[config.mk]
export PLATFORM = sky130hd
export DESIGN_NAME = lifo_stack_with_dup_swap_flat
export DESIGN_NICKNAME = d
export VERILOG_FILES = /design/src/lsds_pkg.sv /design/src/lsds_if.sv /design/src/lsds_cell.sv /design/src/lifo_stack_with_dup_swap.sv /design/src/flat_wrapper.sv
export SDC_FILE = /design/constraint.sdc
export NUM_CORES = 2
export LEC_CHECK = 0
export BUFFER_PORTS_ARGS = -buffer_cell sky130_fd_sc_hd__buf_2
export CORE_MARGIN = 3
export CORE_UTILIZATION = 53
export DETAILED_ROUTE_END_ITERATION = 10
export PLACE_DENSITY = 0.68
export SLEW_MARGIN = 20
export SYNTH_ARGS = -nofsm -noshare
export SYNTH_HDL_FRONTEND = slang
export SYNTH_SLANG_ARGS = --single-unit
[constraint.sdc]
create_clock -name clock -period 62.4 [get_ports clock]
set_clock_uncertainty 0.1 [all_clocks]
set_input_delay 6.24 -clock clock [delete_from_list [all_inputs] [get_ports clock]]
set_output_delay 6.24 -clock clock [all_outputs]
set_load 0.02 [all_outputs]
[src/lsds_pkg.sv]
`default_nettype none

package lsds_pkg;

   // Field widths of the request and response channels
   localparam int OP_WIDTH     = 3;
   localparam int PUSH_WIDTH   = 32;
   localparam int READ_WIDTH   = 32;
   localparam int STATUS_WIDTH = 2;
   localparam int COUNT_WIDTH  = 7;

   // Operation codes
   localparam logic [OP_WIDTH-1:0] OP_PUSH  = 3'd0;
   localparam logic [OP_WIDTH-1:0] OP_POP   = 3'd1;
   localparam logic [OP_WIDTH-1:0] OP_PEEK  = 3'd2;
   localparam logic [OP_WIDTH-1:0] OP_DUP   = 3'd3;
   localparam logic [OP_WIDTH-1:0] OP_SWAP  = 3'd4;
   localparam logic [OP_WIDTH-1:0] OP_CLEAR = 3'd5;

   // Status codes
   localparam logic [STATUS_WIDTH-1:0] ST_OK    = 2'd0;
   localparam logic [STATUS_WIDTH-1:0] ST_UNDER = 2'd1;
   localparam logic [STATUS_WIDTH-1:0] ST_OVER  = 2'd2;

   // Per-cell control: load a new word, taken from the neighbour above
   // (towards the top of the stack) or from the neighbour below.
   typedef struct packed {
      logic load;
      logic from_above;
   } cell_ctl_type;

endpackage

`default_nettype wire

[src/lsds_if.sv]
`default_nettype none

interface lsds_req_if import lsds_pkg::*; ();
   logic                  valid;
   logic                  ready;
   logic [OP_WIDTH-1:0]   op;
   logic [PUSH_WIDTH-1:0] push_value;

   modport source (output valid, output op, output push_value, input ready);
   modport sink   (input valid, input op, input push_value, output ready);
endinterface

interface lsds_rsp_if import lsds_pkg::*; ();
   logic                    valid;
   logic                    ready;
   logic [READ_WIDTH-1:0]   read_word;
   logic [STATUS_WIDTH-1:0] status;
   logic [COUNT_WIDTH-1:0]  entry_count;
   logic                    is_empty;

   modport source (output valid, output read_word, output status,
                   output entry_count, output is_empty, input ready);
   modport sink   (input valid, input read_word, input status,
                   input entry_count, input is_empty, output ready);
endinterface

`default_nettype wire

[src/lsds_cell.sv]
`default_nettype none

module lsds_cell import lsds_pkg::*; #(
   parameter int WORD_WIDTH = 32
) (
   input  wire                   clock,
   input  wire cell_ctl_type     ctl,
   input  wire  [WORD_WIDTH-1:0] above_word,
   input  wire  [WORD_WIDTH-1:0] below_word,
   output logic [WORD_WIDTH-1:0] word
);

   logic [WORD_WIDTH-1:0] word_ff;
   logic [WORD_WIDTH-1:0] word_in;

   always_comb begin
      word_in = word_ff;
      if (ctl.load) begin
         word_in = ctl.from_above ? above_word : below_word;
      end
   end

   always_ff @(posedge clock) begin
      word_ff <= word_in;
   end

   assign word = word_ff;

endmodule

`default_nettype wire

[src/lifo_stack_with_dup_swap.sv]
`default_nettype none

// LIFO stack of DEPTH words of WORD_WIDTH bits, built as a row of word cells
// in which cell 0 always holds the top of the stack. Push and duplicate move
// every cell one place down the row, pop moves every cell one place up, swap
// exchanges cells 0 and 1, and clear just zeroes the entry count, so every
// operation is finished in the cycle its request is accepted. Each request
// gives exactly one response: the popped or peeked word (zero otherwise), a
// status (ok, underflow, overflow), the entry count afterwards and an empty
// flag. Throughput is one request per clock unless stalled; the response
// appears in the cycle after acceptance. The single response register sets
// that rate: a request is taken whenever that register is empty or is being
// drained in the same cycle. push_value is cut or zero-extended to WORD_WIDTH;
// read_word and entry_count carry the low bits of the word and count.
module lifo_stack_with_dup_swap import lsds_pkg::*; #(
   parameter int DEPTH      = 64,
   parameter int WORD_WIDTH = 32
) (
   input  wire         clock,
   input  wire         reset,
   lsds_req_if.sink    req_ch,
   lsds_rsp_if.source  rsp_ch
);

   localparam int CNT_W = $clog2(DEPTH + 1);
   localparam logic [CNT_W-1:0] FULL_COUNT = CNT_W'(DEPTH);

   // Row movement codes for the current request
   localparam logic [2:0] MOVE_HOLD = 3'd0;
   localparam logic [2:0] MOVE_PUSH = 3'd1;
   localparam logic [2:0] MOVE_POP  = 3'd2;
   localparam logic [2:0] MOVE_DUP  = 3'd3;
   localparam logic [2:0] MOVE_SWAP = 3'd4;

   // Control state
   logic [CNT_W-1:0] count_ff;
   logic [CNT_W-1:0] count_in;
   logic             rsp_valid_ff;
   logic             rsp_valid_in;

   // Response payload register
   logic [READ_WIDTH-1:0]   read_word_ff;
   logic [STATUS_WIDTH-1:0] status_ff;
   logic [COUNT_WIDTH-1:0]  entry_count_ff;
   logic                    is_empty_ff;

   logic                    accept;
   logic [2:0]              move;
   logic [STATUS_WIDTH-1:0] status_in;
   logic [WORD_WIDTH-1:0]   read_in;
   logic [WORD_WIDTH-1:0]   new_word;
   logic                    is_full;
   logic                    is_zero;
   logic                    has_two;

   logic [WORD_WIDTH-1:0]   cell_word [DEPTH];
   cell_ctl_type            cell_ctl  [DEPTH];

   // Take a request whenever the response register is free or draining
   assign req_ch.ready = !rsp_valid_ff || rsp_ch.ready;
   assign accept       = req_ch.valid && req_ch.ready;

   assign new_word = WORD_WIDTH'(req_ch.push_value);
   assign is_full  = (count_ff == FULL_COUNT);
   assign is_zero  = (count_ff == '0);
   assign has_two  = (count_ff >= CNT_W'(2));

   // Decode the operation against the current fill level
   always_comb begin
      move      = MOVE_HOLD;
      status_in = ST_OK;
      read_in   = '0;
      count_in  = count_ff;
      unique case (req_ch.op)
         OP_PUSH: begin
            if (is_full) begin
               status_in = ST_OVER;
            end else begin
               move     = MOVE_PUSH;
               count_in = count_ff + CNT_W'(1);
            end
         end
         OP_POP: begin
            if (is_zero) begin
               status_in = ST_UNDER;
            end else begin
               move     = MOVE_POP;
               read_in  = cell_word[0];
               count_in = count_ff - CNT_W'(1);
            end
         end
         OP_PEEK: begin
            if (is_zero) begin
               status_in = ST_UNDER;
            end else begin
               read_in = cell_word[0];
            end
         end
         OP_DUP: begin
            if (is_zero) begin
               status_in = ST_UNDER;
            end else if (is_full) begin
               status_in = ST_OVER;
            end else begin
               move     = MOVE_DUP;
               count_in = count_ff + CNT_W'(1);
            end
         end
         OP_SWAP: begin
            if (!has_two) begin
               status_in = ST_UNDER;
            end else begin
               move = MOVE_SWAP;
            end
         end
         OP_CLEAR: begin
            count_in = '0;
         end
         default: begin
            // unused codes: leave everything as it is
         end
      endcase
      if (!accept) begin
         move     = MOVE_HOLD;
         count_in = count_ff;
      end
   end

   // Row of cells: cell 0 is the top, higher indices lie deeper
   for (genvar i = 0; i < DEPTH; i++) begin : g_cell
      logic [WORD_WIDTH-1:0] above_word;
      logic [WORD_WIDTH-1:0] below_word;

      if (i == 0) begin : g_top
         assign above_word = new_word;
      end else begin : g_inner_a
         assign above_word = cell_word[i-1];
      end

      if (i == DEPTH - 1) begin : g_bottom
         assign below_word = cell_word[i];
      end else begin : g_inner_b
         assign below_word = cell_word[i+1];
      end

      always_comb begin
         cell_ctl[i] = '0;
         unique case (move)
            MOVE_PUSH: begin
               cell_ctl[i].load       = 1'b1;
               cell_ctl[i].from_above = 1'b1;
            end
            MOVE_POP: begin
               cell_ctl[i].load = 1'b1;
            end
            MOVE_DUP: begin
               // top keeps its word, its copy goes into cell 1
               cell_ctl[i].load       = (i != 0);
               cell_ctl[i].from_above = 1'b1;
            end
            MOVE_SWAP: begin
               cell_ctl[i].load       = (i < 2);
               cell_ctl[i].from_above = (i == 1);
            end
            default: begin
               cell_ctl[i] = '0;
            end
         endcase
      end

      lsds_cell #(
         .WORD_WIDTH (WORD_WIDTH)
      ) u_cell (
         .clock      (clock),
         .ctl        (cell_ctl[i]),
         .above_word (above_word),
         .below_word (below_word),
         .word       (cell_word[i])
      );
   end

   // Hold the response until taken; load a fresh one on each accepted request
   always_comb begin
      rsp_valid_in = rsp_valid_ff;
      if (accept) begin
         rsp_valid_in = 1'b1;
      end else if (rsp_ch.ready) begin
         rsp_valid_in = 1'b0;
      end
   end

   always_ff @(posedge clock) begin
      if (reset) begin
         count_ff     <= '0;
         rsp_valid_ff <= 1'b0;
      end else begin
         count_ff     <= count_in;
         rsp_valid_ff <= rsp_valid_in;
      end
   end

   always_ff @(posedge clock) begin
      if (accept) begin
         read_word_ff   <= READ_WIDTH'(read_in);
         status_ff      <= status_in;
         entry_count_ff <= COUNT_WIDTH'(count_in);
         is_empty_ff    <= (count_in == '0);
      end
   end

   assign rsp_ch.valid       = rsp_valid_ff;
   assign rsp_ch.read_word   = read_word_ff;
   assign rsp_ch.status      = status_ff;
   assign rsp_ch.entry_count = entry_count_ff;
   assign rsp_ch.is_empty    = is_empty_ff;

`ifndef SYNTHESIS
   a_count_in_range: assert property (@(posedge clock) disable iff (reset)
      count_ff <= FULL_COUNT)
      else $error("entry count beyond depth");

   a_push_lands_on_top: assert property (@(posedge clock) disable iff (reset)
      accept && req_ch.op == OP_PUSH && !is_full |=> cell_word[0] == $past(new_word))
      else $error("pushed word not on top");

   a_overflow_only_full: assert property (@(posedge clock) disable iff (reset)
      accept && status_in == ST_OVER |=> count_ff == FULL_COUNT)
      else $error("overflow reported below full");

   a_accept_gives_rsp: assert property (@(posedge clock) disable iff (reset)
      accept |=> rsp_valid_ff)
      else $error("accepted request without response");
`endif

endmodule

`default_nettype wire
[src/flat_wrapper.sv]
// flat-port wrapper written by rule: the top's interface ports become plain ports
module lifo_stack_with_dup_swap_flat import lsds_pkg::*;
#(
   parameter int DEPTH      = 64,
   parameter int WORD_WIDTH = 32
)
  (clock, reset, req_ch_valid, req_ch_op, req_ch_push_value, req_ch_ready, rsp_ch_valid, rsp_ch_read_word, rsp_ch_status, rsp_ch_entry_count, rsp_ch_is_empty, rsp_ch_ready);
  lsds_req_if req_ch_i ();
  lsds_rsp_if rsp_ch_i ();
  input  wire clock;
  input  wire reset;
  input wire logic [$bits(req_ch_i.valid)-1:0] req_ch_valid;
  input wire logic [$bits(req_ch_i.op)-1:0] req_ch_op;
  input wire logic [$bits(req_ch_i.push_value)-1:0] req_ch_push_value;
  output wire logic [$bits(req_ch_i.ready)-1:0] req_ch_ready;
  output wire logic [$bits(rsp_ch_i.valid)-1:0] rsp_ch_valid;
  output wire logic [$bits(rsp_ch_i.read_word)-1:0] rsp_ch_read_word;
  output wire logic [$bits(rsp_ch_i.status)-1:0] rsp_ch_status;
  output wire logic [$bits(rsp_ch_i.entry_count)-1:0] rsp_ch_entry_count;
  output wire logic [$bits(rsp_ch_i.is_empty)-1:0] rsp_ch_is_empty;
  input wire logic [$bits(rsp_ch_i.ready)-1:0] rsp_ch_ready;
  assign req_ch_i.valid = req_ch_valid;
  assign req_ch_i.op = req_ch_op;
  assign req_ch_i.push_value = req_ch_push_value;
  assign req_ch_ready = req_ch_i.ready;
  assign rsp_ch_valid = rsp_ch_i.valid;
  assign rsp_ch_read_word = rsp_ch_i.read_word;
  assign rsp_ch_status = rsp_ch_i.status;
  assign rsp_ch_entry_count = rsp_ch_i.entry_count;
  assign rsp_ch_is_empty = rsp_ch_i.is_empty;
  assign rsp_ch_i.ready = rsp_ch_ready;
  lifo_stack_with_dup_swap #(.DEPTH(DEPTH), .WORD_WIDTH(WORD_WIDTH)) u_core (.clock(clock), .reset(reset), .req_ch(req_ch_i), .rsp_ch(rsp_ch_i));
endmodule
[After elaboration in Yosys (flattened, before gate mapping)]
Index checks and enable logic that the tools add are counted.
Word-level totals
  bits in registers: 2098
Operators by class
  add/sub/neg operators: 2
  magnitude comparators: 1
  eq/ne operators: 10
  muxes and demuxes: 87
  bitwise logic cells: 1
  reduce and logical (&&, ||, !) cells: 15
Operators with widths (number)
  32-bit two-way mux: 63
  7-bit two-way mux: 4
  7-bit one-hot mux with 4 select lines: 1
  7-bit logical NOT: 2
  3-bit by 2-bit == test with 1-bit output (second input constant): 4
  3-bit one-hot mux with 4 select lines: 1
  1-bit two-way mux: 10
  3-bit == test (second input constant): 3
  3-bit two-way mux: 3
  3-bit OR reduction: 3
  2-bit two-way mux: 4
  2-bit one-hot mux with 4 select lines: 1
  7-bit by 1-bit adder with 7-bit output (second input constant): 1
  7-bit == test (second input constant): 1
  7-bit by 2-bit greater-or-equal comparator with 1-bit output (second input constant): 1
  7-bit by 1-bit subtractor with 7-bit output (second input constant): 1
  3-bit by 1-bit == test with 1-bit output (second input constant): 2
  2-bit OR reduction: 3
  4-bit OR reduction: 1
  3-bit logical NOT: 1
  2-bit AND reduction: 1
  2-bit nonzero test: 1
  1-bit logical AND: 1
  1-bit logical NOT: 1
  other kinds (2): 2

[Depth between registers and ports, before layout]
  word-level depth: 9
  depth in mapped cells: 11

[Cells and area by module]
From an unflattened synthesis, not the netlist that was laid out.
Second synthesis, totals
  cell total of the unflattened synthesis: 4552
  area total of the unflattened synthesis: 98679.6 um^2
By module, submodules not included
  lsds_cell: times used 64, cells each 68, area each 1505.2 um^2, sequential area each 960.9 um^2
  lifo_stack_with_dup_swap: times used 1, cells each 200, area each 2347.3 um^2, sequential area each 1421.4 um^2

[Worst setup path after synthesis]
OpenSTA, ideal clock, no wires.
  path kind: input to register
  start point: input port rsp_ch_ready
  end point: register u_core.g_cell[10].u_cell.word_ff[0], enable pin
  setup time: 2.276 ns
  arrival time: 45.432 ns
  required time: 60.024 ns
  slack: 14.592 ns
  stages: 6
  path buffers: 1
  path through: nand2b_1 > clkbuf_1 > nand2_1 > inv_1 > nand3_1 > inv_1
RTL lines
  from (decl): line flat_wrapper.sv:21  | input wire logic [$bits(rsp_ch_i.ready)-1:0] rsp_ch_ready;
  to (signal assigned): line lsds_cell.sv:24  | word_ff <= word_in;
  to (decl): line lsds_cell.sv:13  | logic [WORD_WIDTH-1:0] word_ff;

[Worst setup path in the final report]
  start point: input port rsp_ch_ready
  end point: output port req_ch_ready
Between the ends
  cells in the longest elaborated chain, start to end: 1
Ends and longest elaborated chain
  1-bit logical OR: line lifo_stack_with_dup_swap.sv:60  | assign req_ch.ready = !rsp_valid_ff || rsp_ch.ready;
  to (decl): line flat_wrapper.sv:15  | output wire logic [$bits(req_ch_i.ready)-1:0] req_ch_ready;
No other way between the ends.

==> out/results.txt <==
Vias in the first global route: 54200
Outcome: complete, no violations
Post-Place Cell Area: 90300 um^2
Syn avg cell area: 10.3 um^2
Crit path to: req_ch_ready
Root Driver: clkbuf_16
Netlist Area Pre-Place: 89800 um^2
Largest net degree at the start of global routing: 259
Reg2Reg Launch Point: u_core.rsp_ch.valid$_SDFFE_PP0P_
Commonest cells after routing, fill and taps aside: 5959 x nand2_1, 2090 x edfxtp_1, 210 x clkbuf_16
Die area: 174000 um^2
Setup CP Type: in -> out
Net count reported at finish: 8620
Worst-path clk slew: 60 ps
Crit-path leading delay family: buffers and inverters
Total GRT Usage: 16.5%
Setup TNS: 0 ps
Post_cts resized: 0
FF+latch count, synth: 2098
# Post-CTS Setup Buffers: 0
CTS tree: built
Fmax: 76.3 MHz
Inserted Clock Buffers: 209
Worst-Margin Slew: 1130 ps
Worst-Skew Late Latency: 820 ps
# IOs: 83
IR Drop Worst-Case VDD: 0.0282 mV
Most common cell after layout, fill and taps aside: nand2_1
Layout area overhead: 8.08%
R2R setup slack: 55270 ps
Hold Buf Count CTS: 0
DRC: 0
Pins Over Slew Limit: 0
Ys Warns: 0
Setup ws final: 49290 ps
Synth Flop Type: edfxtp_1
Initial antenna violation count: 0
Cell mode on critical path: buf_2
Dpl hpwl: 80400 um
Final Wtd Congestion: 0.791
Critical Path Source: rsp_ch_ready
Die Width: 418 um
Via density: 5.10
Critical path data arrival time: 6770 ps
Min Tclk post-route: 13110 ps
Buffers on Ports: 82
Layout cells sized above 1: 5.25%
Die Ht: 418 um
Syn Inst Count: 8682
Critical path cell sequence: buf_2, nand2b_1, buf_2
DRT Pass-1 Iters: 6
Critical Path RT: 56060 ps
Async SR Flop Fraction: 0%
Detail Route Antenna Nets: 0
Mapped Nets: 8725
Endpoints failing setup: 0
Hold Path Class: reg -> reg
Power Dens Cells: 30.0 nW/um^2
CTS H-tree depth: 4
Buffer and inverter count on the worst path: 2
Power Total: 2910 uW
Wl on met1: 67900 um
Vias: 55900
Number of enable flip-flop cells after synthesis: 2090
Startpoint class of the critical path: primary input
Unrepaired setup endpoints after global routing: no
Count of cell types in the netlist: 53
Levels on crit path: 3
WL per Instance: 13.2 um
Setup WS pre-CTS: 49060 ps
CP max FO: 8
Reg2Reg Capture Point: u_core.g_cell[57].u_cell.word[10]$_DFFE_PP_
Met2 routed WL: 69200 um
Final period utilization: 21.0%
Hold Fails Final Rpt: 0
Clock sinks: 2098
Max-slew headroom: 24.5%
Largest stage delay, worst path: 230 ps
FP Rows: 150
Max layer used: met4
Global-route wire length before repair: 252000 um
CTS max path bufs: 3
Starting Density: 53.5%
Drt initial violations: 4856
Gr ovfl total: 0
Setup crit end kind: output pin
Met3 routed wirelength: 5320 um
LEAKAGE: 0.0402 uW
Max_cap viols: 0
Design Area, Final: 97100 um^2
DRT Wirelength: 145000 um
Slowest CP cell: nand2b_1
Core ar.: 168000 um^2
Cell count of the worst reg-to-reg path: 11
Register area share after synthesis: 70.0%
state kept, by name, summed over array words and instances, names as in the netlist:
signal and cells:
u_core.rsp_ch.read_word 32, u_core.g_cell.u_cell.word 2048, u_core.rsp_ch.status 2, u_core.rsp_ch.entry_count 7
u_core.count_ff 7, u_core.rsp_ch.is_empty 1, u_core.rsp_ch.valid 1
synth_stat cells, drive strengths merged (2+ instances only):
| master | instances | area share (%) |
|---|---|---|
| nand2 | 5960 | 25 |
| edfxtp | 2090 | 70 |
| buf | 435 | 3.6 |
| and2 | 32 | 0.22 |
| mux2 | 32 | 0.40 |
| clkbuf | 20 | 0.084 |
| inv | 10 | 0.042 |
| dfxtp | 8 | 0.18 |
| nor2 | 8 | 0.033 |
| o21ai | 8 | 0.045 |
| a21oi | 7 | 0.039 |
| nand2b | 5 | 0.035 |
| nor2b | 5 | 0.035 |
| or4 | 5 | 0.042 |
| and3 | 4 | 0.028 |
| ha | 4 | 0.056 |
| nand3 | 4 | 0.022 |
| nor4 | 4 | 0.028 |
| o211ai | 4 | 0.033 |
| a31oi | 3 | 0.021 |
| a211oi | 2 | 0.017 |
| nor3 | 2 | 0.011 |
| nor3b | 2 | 0.017 |
| o2111ai | 2 | 0.020 |
| o31ai | 2 | 0.017 |
| or3 | 2 | 0.014 |
| xnor2 | 2 | 0.020 |
| xor2 | 2 | 0.020 |
report_power, final:
group	internal (uW)	switching (uW)	total [uW]
combinational	20.3	51.2	71.5
clock	711	529	1240
sequential	1580	15.3	1600
cells by family after synthesis:
logic type | share of synthesized area (%)
AO/OA/AOI/OAI | 0.306
buffers and inverters | 3.73
adder cells (fa/ha/maj) | 0.0557
XOR/XNOR | 0.0390
flip-flops | 70.0
multiplexers | 0.401
AND/OR/NAND/NOR | 25.4
worst min-delay path by stage:
stage                                                           start                                          end  slack, ps  cells past startpoint
after floorplan            u_core.g_cell[62].u_cell.word[0]$_DFFE_PP_   u_core.g_cell[63].u_cell.word[0]$_DFFE_PP_        330                      0
after global placement    u_core.g_cell[62].u_cell.word[28]$_DFFE_PP_  u_core.g_cell[63].u_cell.word[28]$_DFFE_PP_        330                      0
after detailed placement  u_core.g_cell[62].u_cell.word[14]$_DFFE_PP_  u_core.g_cell[63].u_cell.word[14]$_DFFE_PP_        340                      0
after CTS                 u_core.g_cell[62].u_cell.word[30]$_DFFE_PP_  u_core.g_cell[63].u_cell.word[30]$_DFFE_PP_        350                      0
after global routing      u_core.g_cell[62].u_cell.word[30]$_DFFE_PP_  u_core.g_cell[63].u_cell.word[30]$_DFFE_PP_        370                      0
final                      u_core.g_cell[62].u_cell.word[5]$_DFFE_PP_   u_core.g_cell[63].u_cell.word[5]$_DFFE_PP_        350                      0
layout make-up:
cell class | count | area, um^2
antenna | 1 | 2.50
clock buffer | 260 | 5440
clock inverter | 125 | 1320
fill | 13900 | 70700
inverter | 11 | 65.1
multi-input combinational | 6118 | 23600
sequential | 2098 | 62900
tap | 2204 | 2760
timing repair buffer | 139 | 1010
through the flow:
step,hold WS [ps],utilization (%),std cells
finish,350,57.9,11000
global route,367,57.9,11000
CTS,349,57.8,11000
detailed placement,338,53.8,10600
global placement,330,53.8,10600
floorplan,326,-,8682
layer usage:
layer	vias to the layer above	global-route usage [%]
met5	-	0
met4	0	4.01
met3	212	2.83
met2	799	27.2
met1	27000	23.1
li1	27900	-
Note: power is estimated with default switching activity, not from simulation.
